### src/sv/assert_macros.svh
// ----------------------------------------------------------------------------
// Assertion macros
// Implication checks that vanish when SYNTH is defined.
// ----------------------------------------------------------------------------
`ifndef ASSERT_MACROS_SVH
`define ASSERT_MACROS_SVH

`ifndef SYNTH

// Same-cycle implication.
`define ASSERT_IMP(name, clk, rst_n, pre, post) \
    name: assert property (@(posedge clk) disable iff (!rst_n) (pre) |-> (post)) \
        else $error("assertion failed");

// Next-cycle implication.
`define ASSERT_NXT(name, clk, rst_n, pre, post) \
    name: assert property (@(posedge clk) disable iff (!rst_n) (pre) |=> (post)) \
        else $error("assertion failed");

`else

`define ASSERT_IMP(name, clk, rst_n, pre, post)
`define ASSERT_NXT(name, clk, rst_n, pre, post)

`endif

`endif

### src/sv/tapqm_pkg.sv
// ----------------------------------------------------------------------------
// tapqm_pkg
// Shared widths, constants and types of the three-axis PID quad mixer.
// ----------------------------------------------------------------------------
package tapqm_pkg;

    localparam int ANGLE_WIDTH     = 16;
    localparam int GAIN_WIDTH      = 16;
    localparam int GAINS_WIDTH     = 48;
    localparam int LIMIT_WIDTH     = 10;
    localparam int THRESH_WIDTH    = 11;
    localparam int INTERVAL_WIDTH  = 16;
    localparam int TIME_WIDTH      = 32;
    localparam int MOTOR_WIDTH     = 11;
    localparam int CFG_INDEX_WIDTH = 3;
    localparam int AXES            = 3;
    localparam int MOTORS          = 4;

    localparam int TERM_FRAC = 14;

    localparam int ERR_W   = ANGLE_WIDTH + 1;
    localparam int DERR_W  = ERR_W + 1;
    localparam int PROD_W  = GAIN_WIDTH + 1 + ERR_W;
    localparam int DPROD_W = GAIN_WIDTH + 1 + DERR_W;
    localparam int LIM_W   = LIMIT_WIDTH + TERM_FRAC;
    localparam int INT_W   = LIM_W + 1;
    localparam int ACC_W   = ((PROD_W > INT_W) ? PROD_W : INT_W) + 1;
    localparam int SUM_W   = ((DPROD_W > INT_W) ? DPROD_W : INT_W) + 2;
    localparam int THR_Q_W = MOTOR_WIDTH + TERM_FRAC + 1;
    localparam int MIX_W   = ((THR_Q_W > INT_W) ? THR_Q_W : INT_W) + 2;

    localparam int MOTOR_IDLE_US = 1000;
    localparam int MOTOR_MIN_US  = 1100;
    localparam int MOTOR_MAX_US  = 2000;
    localparam int Q_MIN         = MOTOR_MIN_US * (1 << TERM_FRAC);
    localparam int Q_MAX         = MOTOR_MAX_US * (1 << TERM_FRAC);

    localparam logic [MOTOR_WIDTH-1:0] MOTOR_IDLE = MOTOR_WIDTH'(MOTOR_IDLE_US);

    localparam logic [LIMIT_WIDTH-1:0]    AXIS_LIMIT_RESET = LIMIT_WIDTH'(400);
    localparam logic [LIMIT_WIDTH-1:0]    YAW_LIMIT_RESET  = LIMIT_WIDTH'(400);
    localparam logic [THRESH_WIDTH-1:0]   IDLE_THRESH_RESET = THRESH_WIDTH'(1050);
    localparam logic [INTERVAL_WIDTH-1:0] INTERVAL_RESET   = INTERVAL_WIDTH'(4);

    localparam logic [CFG_INDEX_WIDTH-1:0] REG_ROLL_GAINS      = 3'd0;
    localparam logic [CFG_INDEX_WIDTH-1:0] REG_PITCH_GAINS     = 3'd1;
    localparam logic [CFG_INDEX_WIDTH-1:0] REG_YAW_GAINS       = 3'd2;
    localparam logic [CFG_INDEX_WIDTH-1:0] REG_AXIS_LIMIT      = 3'd3;
    localparam logic [CFG_INDEX_WIDTH-1:0] REG_YAW_LIMIT       = 3'd4;
    localparam logic [CFG_INDEX_WIDTH-1:0] REG_IDLE_THRESHOLD  = 3'd5;
    localparam logic [CFG_INDEX_WIDTH-1:0] REG_UPDATE_INTERVAL = 3'd6;

    // input word layout
    localparam int OFF_THROTTLE = 0;
    localparam int OFF_LAUNCH   = OFF_THROTTLE + MOTOR_WIDTH;
    localparam int OFF_NOW      = OFF_LAUNCH + 1;
    localparam int OFF_MEAS     = OFF_NOW + TIME_WIDTH;
    localparam int OFF_TGT      = OFF_MEAS + AXES * ANGLE_WIDTH;
    localparam int IN_BITS      = OFF_TGT + AXES * ANGLE_WIDTH;
    localparam int IN_W         = ((IN_BITS + 7) / 8) * 8;

    localparam int OUT_BITS = MOTORS * MOTOR_WIDTH + 1;
    localparam int OUT_W    = ((OUT_BITS + 7) / 8) * 8;

    typedef struct packed {
        logic clear;
        logic step;
        logic launch;
    } axis_ctl_t;

endpackage

### src/sv/tapqm_pid_axis.sv
// ----------------------------------------------------------------------------
// tapqm_pid_axis
// One PID axis: clamped integral, derivative on error and clamped sum.
// ----------------------------------------------------------------------------
`include "assert_macros.svh"

module tapqm_pid_axis
    import tapqm_pkg::*;
(
    input  logic                           clk,
    input  logic                           rst_n,
    input  axis_ctl_t                      ctl,
    input  logic [GAINS_WIDTH-1:0]         gains,
    input  logic [LIMIT_WIDTH-1:0]         limit,
    input  logic signed [ANGLE_WIDTH-1:0]  measured,
    input  logic signed [ANGLE_WIDTH-1:0]  target,
    output logic signed [INT_W-1:0]        sum
);

    logic signed [INT_W-1:0]   integral_reg;
    logic signed [INT_W-1:0]   integral_next;
    logic signed [ERR_W-1:0]   prev_err_reg;
    logic signed [ERR_W-1:0]   prev_err_next;

    logic [3*GAIN_WIDTH+GAINS_WIDTH-1:0] gains_ext;
    logic [GAIN_WIDTH-1:0]     kp;
    logic [GAIN_WIDTH-1:0]     ki;
    logic [GAIN_WIDTH-1:0]     kd;
    logic signed [DERR_W-1:0]  derr;
    logic signed [PROD_W-1:0]  p_prod;
    logic signed [PROD_W-1:0]  i_prod;
    logic signed [DPROD_W-1:0] d_prod;
    logic signed [INT_W-1:0]   lim;
    logic signed [ACC_W-1:0]   acc;
    logic signed [ACC_W-1:0]   acc_lim;
    logic signed [SUM_W-1:0]   total;
    logic signed [SUM_W-1:0]   total_lim;

    always_comb
    begin
        gains_ext     = {{(3*GAIN_WIDTH){1'b0}}, gains};
        kp            = gains_ext[0 +: GAIN_WIDTH];
        ki            = gains_ext[GAIN_WIDTH +: GAIN_WIDTH];
        kd            = gains_ext[2*GAIN_WIDTH +: GAIN_WIDTH];
        lim           = $signed({1'b0, limit, {TERM_FRAC{1'b0}}});

        prev_err_next = ERR_W'(target) - ERR_W'(measured);
        derr          = DERR_W'(prev_err_next) - DERR_W'(prev_err_reg);
        p_prod        = $signed({1'b0, kp}) * prev_err_next;
        i_prod        = $signed({1'b0, ki}) * prev_err_next;
        d_prod        = $signed({1'b0, kd}) * derr;

        acc           = ACC_W'(integral_reg) + ACC_W'(i_prod);
        acc_lim       = ACC_W'(lim);
        if (ctl.launch)
        begin
            integral_next = '0;
        end
        else if (acc > acc_lim)
        begin
            integral_next = lim;
        end
        else if (acc < -acc_lim)
        begin
            integral_next = -lim;
        end
        else
        begin
            integral_next = INT_W'(acc);
        end

        total     = SUM_W'(p_prod) + SUM_W'(integral_next) + SUM_W'(d_prod);
        total_lim = SUM_W'(lim);
        if (total > total_lim)
        begin
            sum = lim;
        end
        else if (total < -total_lim)
        begin
            sum = -lim;
        end
        else
        begin
            sum = INT_W'(total);
        end
    end

    always_ff @(posedge clk or negedge rst_n)
    begin
        if (!rst_n)
        begin
            integral_reg <= '0;
            prev_err_reg <= '0;
        end
        else if (ctl.clear)
        begin
            integral_reg <= '0;
            prev_err_reg <= '0;
        end
        else if (ctl.step)
        begin
            integral_reg <= integral_next;
            prev_err_reg <= prev_err_next;
        end
    end

    `ASSERT_NXT(a_clear_zeroes, clk, rst_n, ctl.clear, integral_reg == '0 && prev_err_reg == '0)
    `ASSERT_NXT(a_launch_holds_zero, clk, rst_n, ctl.step && ctl.launch, integral_reg == '0)
    `ASSERT_NXT(a_step_keeps_err, clk, rst_n, ctl.step && !ctl.clear, prev_err_reg == $past(prev_err_next))

endmodule

### config.mk
export PLATFORM = sky130hd
export DESIGN_NAME = tapqm_pid_axis
export DESIGN_NICKNAME = d
export VERILOG_FILES = /design/src/sv/tapqm_pkg.sv /design/src/sv/tapqm_pid_axis.sv
export VERILOG_INCLUDE_DIRS = /design/src /design/src/sv
export SDC_FILE = /design/constraint.sdc
export NUM_CORES = 2
export LEC_CHECK = 0
export ABC_AREA = 1
export BUFFER_PORTS_ARGS = -buffer_cell sky130_fd_sc_hd__buf_2
export CORE_ASPECT_RATIO = 0.75
export CORE_UTILIZATION = 59
export DETAILED_ROUTE_END_ITERATION = 8
export GPL_TIMING_DRIVEN = 1
export PLACE_DENSITY = 0.75
export RECOVER_POWER = 25
export SYNTH_ARGS = -nofsm -noshare
export SYNTH_HDL_FRONTEND = slang
export SYNTH_SLANG_ARGS = --single-unit
export TNS_END_PERCENT = 50
### constraint.sdc
create_clock -name clk -period 52.5 [get_ports clk]
set_clock_uncertainty 0.2 [all_clocks]
set_input_delay 2.625 -clock clk [delete_from_list [all_inputs] [get_ports clk]]
set_output_delay 2.625 -clock clk [all_outputs]
set_load 0.03 [all_outputs]
# Word level (Yosys, flattened, before mapping)
# Index checks and enable logic that the tools add are counted.
# word_totals
regBits,42
elab_cells,27
# classes
magnitude_cmp,4
muxes,9
addsub,8
n_mul,3
n_reduce_logical,1
# op_table
cell,count
$mux W25,7
$mul A17 B17 Y34,2
$lt A36 B37 Y1,1
$neg A24 Y37,1
$add A35 B35 Y36,1
$gt A36 B25 Y1,1
$add A25 B34 Y35,1
$add A34 B25 Y35,1
$gt A35 B25 Y1,1
$lt A35 B35 Y1,1
$mul A17 B18 Y35,1
$neg A24 Y35,1
$mux W17,2
$neg A24 Y25,1
$sub A17 B17 Y18,1
$sub A16 B16 Y17,1
$reduce_bool A2 Y1,1

# Longest topological paths before layout
# depth
depth_word,12
mapped_depth,104
mapped_depth_nobuf,101

# Worst setup path after synthesis
# No wires, ideal clock.
# synth_path
path_kind,in2out
start,input port target[0]
end,output port sum[19]
path_stages,95
n_path_buf,3
required_ns,49.675
path_slack_ns,30.871
t_arrival_ns,18.804
cell_sequence,inv_1 > ha_1 > fa_1 > nand3b_1 > nand2_1 > nand2_1 > nand2_1 > nand2_1 > nand2_1 > nand2_1 > nand2_1 > a21oi_1 > or2_2 > nand2_1 > a21oi_1 > o21a_1 > or2_2 > nand2_1 > [... 59 more ...] > a21oi_1 > inv_1 > nand3_1 > nand2_1 > buf_4 > inv_1 > ha_1 > nand2_1 > nor2_1 > a2111oi_0 > nand3_1 > or2_2 > nand2_1 > clkbuf_1 > nand2_1 > o21ai_0 > nand2_2 > nand2_1
# synth_via
elab_chain_cells,12
elab_cells_between_ends,17
# synth_rtl
item,line_no,source
from (decl),tapqm_pid_axis.sv:16,"input logic signed [ANGLE_WIDTH-1:0] target,"
$sub A16 B16 Y17 *,tapqm_pid_axis.sv:47,prev_err_next = ERR_W'(target) - ERR_W'(measured);
$mul A17 B17 Y34,tapqm_pid_axis.sv:50,"i_prod = $signed({1'b0, ki}) * prev_err_next;"
$add A25 B34 Y35,tapqm_pid_axis.sv:53,acc = ACC_W'(integral_reg) + ACC_W'(i_prod);
$lt A35 B35 Y1,tapqm_pid_axis.sv:63,else if (acc < -acc_lim)
$mux W25,tapqm_pid_axis.sv:63,
$mux W25,tapqm_pid_axis.sv:59,else if (acc > acc_lim)
$mux W25,tapqm_pid_axis.sv:55,if (ctl.launch)
$add A34 B25 Y35,tapqm_pid_axis.sv:72,total = SUM_W'(p_prod) + SUM_W'(integral_next) + SUM_W'(d_prod);
$add A35 B35 Y36 *,tapqm_pid_axis.sv:72,
$lt A36 B37 Y1,tapqm_pid_axis.sv:78,else if (total < -total_lim)
$mux W25,tapqm_pid_axis.sv:78,
$mux W25 *,tapqm_pid_axis.sv:74,if (total > total_lim)
to (decl),tapqm_pid_axis.sv:17,output logic signed [INT_W-1:0] sum
# Every way passes the cells marked *; elsewhere a longest branch is shown, timed or not.

# Worst setup path in the final report
# layout_path
start,input port measured[0]
end,output port sum[2]
# layout_via
elab_chain_cells,12
elab_cells_between_ends,17
# layout_rtl
item,line_no,source
from (decl),tapqm_pid_axis.sv:15,"input logic signed [ANGLE_WIDTH-1:0] measured,"
$sub A16 B16 Y17 *,tapqm_pid_axis.sv:47,
$mul A17 B17 Y34,tapqm_pid_axis.sv:50,
$add A25 B34 Y35,tapqm_pid_axis.sv:53,
$lt A35 B35 Y1,tapqm_pid_axis.sv:63,
$mux W25,tapqm_pid_axis.sv:63,
$mux W25,tapqm_pid_axis.sv:59,
$mux W25,tapqm_pid_axis.sv:55,
$add A34 B25 Y35,tapqm_pid_axis.sv:72,
$add A35 B35 Y36 *,tapqm_pid_axis.sv:72,
$lt A36 B37 Y1,tapqm_pid_axis.sv:78,
$mux W25,tapqm_pid_axis.sv:78,
$mux W25 *,tapqm_pid_axis.sv:74,
# Marks and branches as above.

==> results.yml <==
grt:
  grt_pass1_vias: 31116
  grt_first_pass_wirelength_um: 183000
  grt-ovfl-total: 0
  antenna_found_initial: 3
  grt_max_degree: 43
  track_usage_pct: 37.2
run:
  cap_viol_max_count: 1
yosys:
  synthTopCellsByArea: "fa_1 46%, ha_1 14%, inv_1 13%, nand2_1 8.3%, nor2_1 4.8%"
  synth_ff_type: "dfrtp_1"
  async_flop_share_pct: 100
  ys_types: 60
  synth_top_area_cell: "fa_1"
  synth_edf_count: 0
  ys_ff_latch: 42
  syn-mean-instance-area_um2: 8.08
  synth_top_area_share_pct: 45.6
  synth_seq_area_share_pct: 2.79
  yosysWarnings: 0
  netlist_instances: 4673
  syn_nets: 6054
  synth.cell_area_um2: 37700
worst_setup_path:
  cpMaxStageDelayCell: "inv_1"
  path_common_cell: "nand2_1"
  crit_fanout: 23
  endpoint_kind: "output port"
  crit_type: "in2out"
  worstPathArrival_ns: 22.74
  start_kind: "primary input"
  required_ns: 49.67
  cpPeakStageDelay_ns: 0.67
die:
  die-area_um2: 65000
  fp.dieH_um: 221
  core_um2: 62700
  row_count: 79
  pin_count: 120
  floorplan.initialDensity_pct: 60.2
  dieWidth_um: 294
hold_path:
  hp-class: "reg2reg"
drt:
  via_per_inst: 5.55
  dr.pass1.iters: 8
  wl_um: 115000
  drc_errors: 0
  antenna_left: 0
  via_count: 30799
  drt_iter0_markers: 3335
  wl_per_cell_um: 20.7
sta:
  drv_slew: 43
  period_share_pct: 48.7
  finalSetupViolations: 0
  timing.fmax_mhz: 39.1
  tightestPinTransition_ns: 2.66
  fin_crit_ns: 25.57
  slew_headroom_pct: -77.6
  hold_viol_final: 0
  rsz0062_at_grt: "no"
  fin_setup_tns_ns: 0
placement:
  hpwl_um: 100000
  finalWeightedCongestion: 1.02
  port_buffers: 119
clock_network:
  clk_pin_slew_ns: 0.06
  cts_root_buffer: "clkbuf_16"
  cts_resized: 0
  clkLatencyLatePin_ns: 0.31
  clockBufferDepth: 2
  cts_sinks: 42
  numCtsBuffers: 5
  tritoncts: "done"
  post-cts-setup-buffer-count: 0
  h-tree-depth: 2
  holdBufCountCts: 0
cells_and_area:
  largest_reg_flops: 25
  syn_to_final_growth_pct: 3.97
  drive_above_1_share_pct: 5.94
  nets: 6079
run_status:
  status: "finished with violations"
  violations: "capacitance limit, slew limit"
[cells by family (layout without fill, tap and decap cells)]
group,count (synthesis),in the layout,synth area share [%]
and+or+nand+nor,1534,1534,16.8
buffers and inverters,1450,1476,14.6
adders and majority gates,1286,1286,59.7
AOI/OAI and AO/OA,296,296,4.58
xor gates and xnor gates,65,65,1.56
DFF,42,42,2.79
other,0,3,0
[cells in the mapped netlist, drive strengths merged, types with 2 or more instances]
library cell	instances
nand3b	5
o211ai	8
a21oi	129
a31oi	10
fa	860
nor4	7
o22ai	19
o21ai	80
o31ai	2
o221ai	7
xnor2	28
o21a	7
o21bai	8
ha	426
nand4	26
nor2	491
a22o	4
inv	1302
nand3	79
clkinv	20
o2111ai	3
a21o	9
or2	26
nor3	27
xor2	37
a211oi	3
dfrtp	42
nand2	871
buf	17
a22oi	2
clkbuf	111
[final cells by class]
cell class / count / area, µm²
fill: 5528 / 23400
timing repair buffer: 146 / 797
inverter: 1322 / 4970
clock buffer: 7 / 143
multi-input combinational: 3181 / 31200
antenna: 3 / 7.51
tap: 850 / 1060
sequential: 42 / 1050
clock inverter: 1 / 5.00
[layer usage]
metal	GRT usage (%)	vias to the layer above	wire, µm
li1	-	13652	-
met1	56.7	14902	48400
met2	49.1	2069	44600
met3	16.1	172	19800
met4	5.44	4	2220
met5	1.85	-	106
[worst paths after layout]
check	start	to	slack [ns]	cells after the start
setup / recovery	measured[0]	sum[2]	26.93	96
hold / removal	integral_reg[0]	integral_reg[0]	0.31	2
setup reg to reg	integral_reg[15]	integral_reg[6]	44.07	38
hold reg to reg	integral_reg[0]	integral_reg[0]	0.31	2
max in group asynchronous	rst_n	integral_reg[16]	47.63	1
min in group asynchronous	rst_n	prev_err_reg[7]	2.95	1
[stage by stage]
| stage | cells | setup slack (ns) | cell area [µm²] | hold WS, ns | util, % |
|---|---|---|---|---|---|
| after floorplan | 4673 | 30.87 | 37700 | 0.259 | - |
| after global placement | 5541 | 27.75 | 39100 | 0.288 | 62.4 |
| after detailed placement | 5541 | 27.41 | 39100 | 0.297 | 62.4 |
| after CTS | 5549 | 27.33 | 39200 | 0.311 | 62.6 |
| after global routing | 5550 | 25.56 | 39200 | 0.359 | 62.6 |
| final | 5552 | 26.93 | 39200 | 0.310 | 62.6 |
[worst max-delay path, delay by kind of cell]
family	cells	cell delay, ns
xor+xnor	1	0.19
simple gates	45	6.52
compound gates	10	2.13
fa+ha+maj	20	8.50
buf+inv	20	2.71
[cells in the final DEF, fill, tap and decap left out, types with 28 or more instances in the layout]
cell and n:
ha_1 426, nand3_1 69, inv_1 1275, xnor2_1 28
a21oi_1 123, xor2_1 36, nor2_1 477, fa_1 860
o21ai_0 67, nand2_2 34, dfrtp_1 42, buf_2 118
nand2_1 833
Power is left out: the tool's default activity adds up to more than one toggle a clock period on the data nets, which glitch-free logic cannot reach.
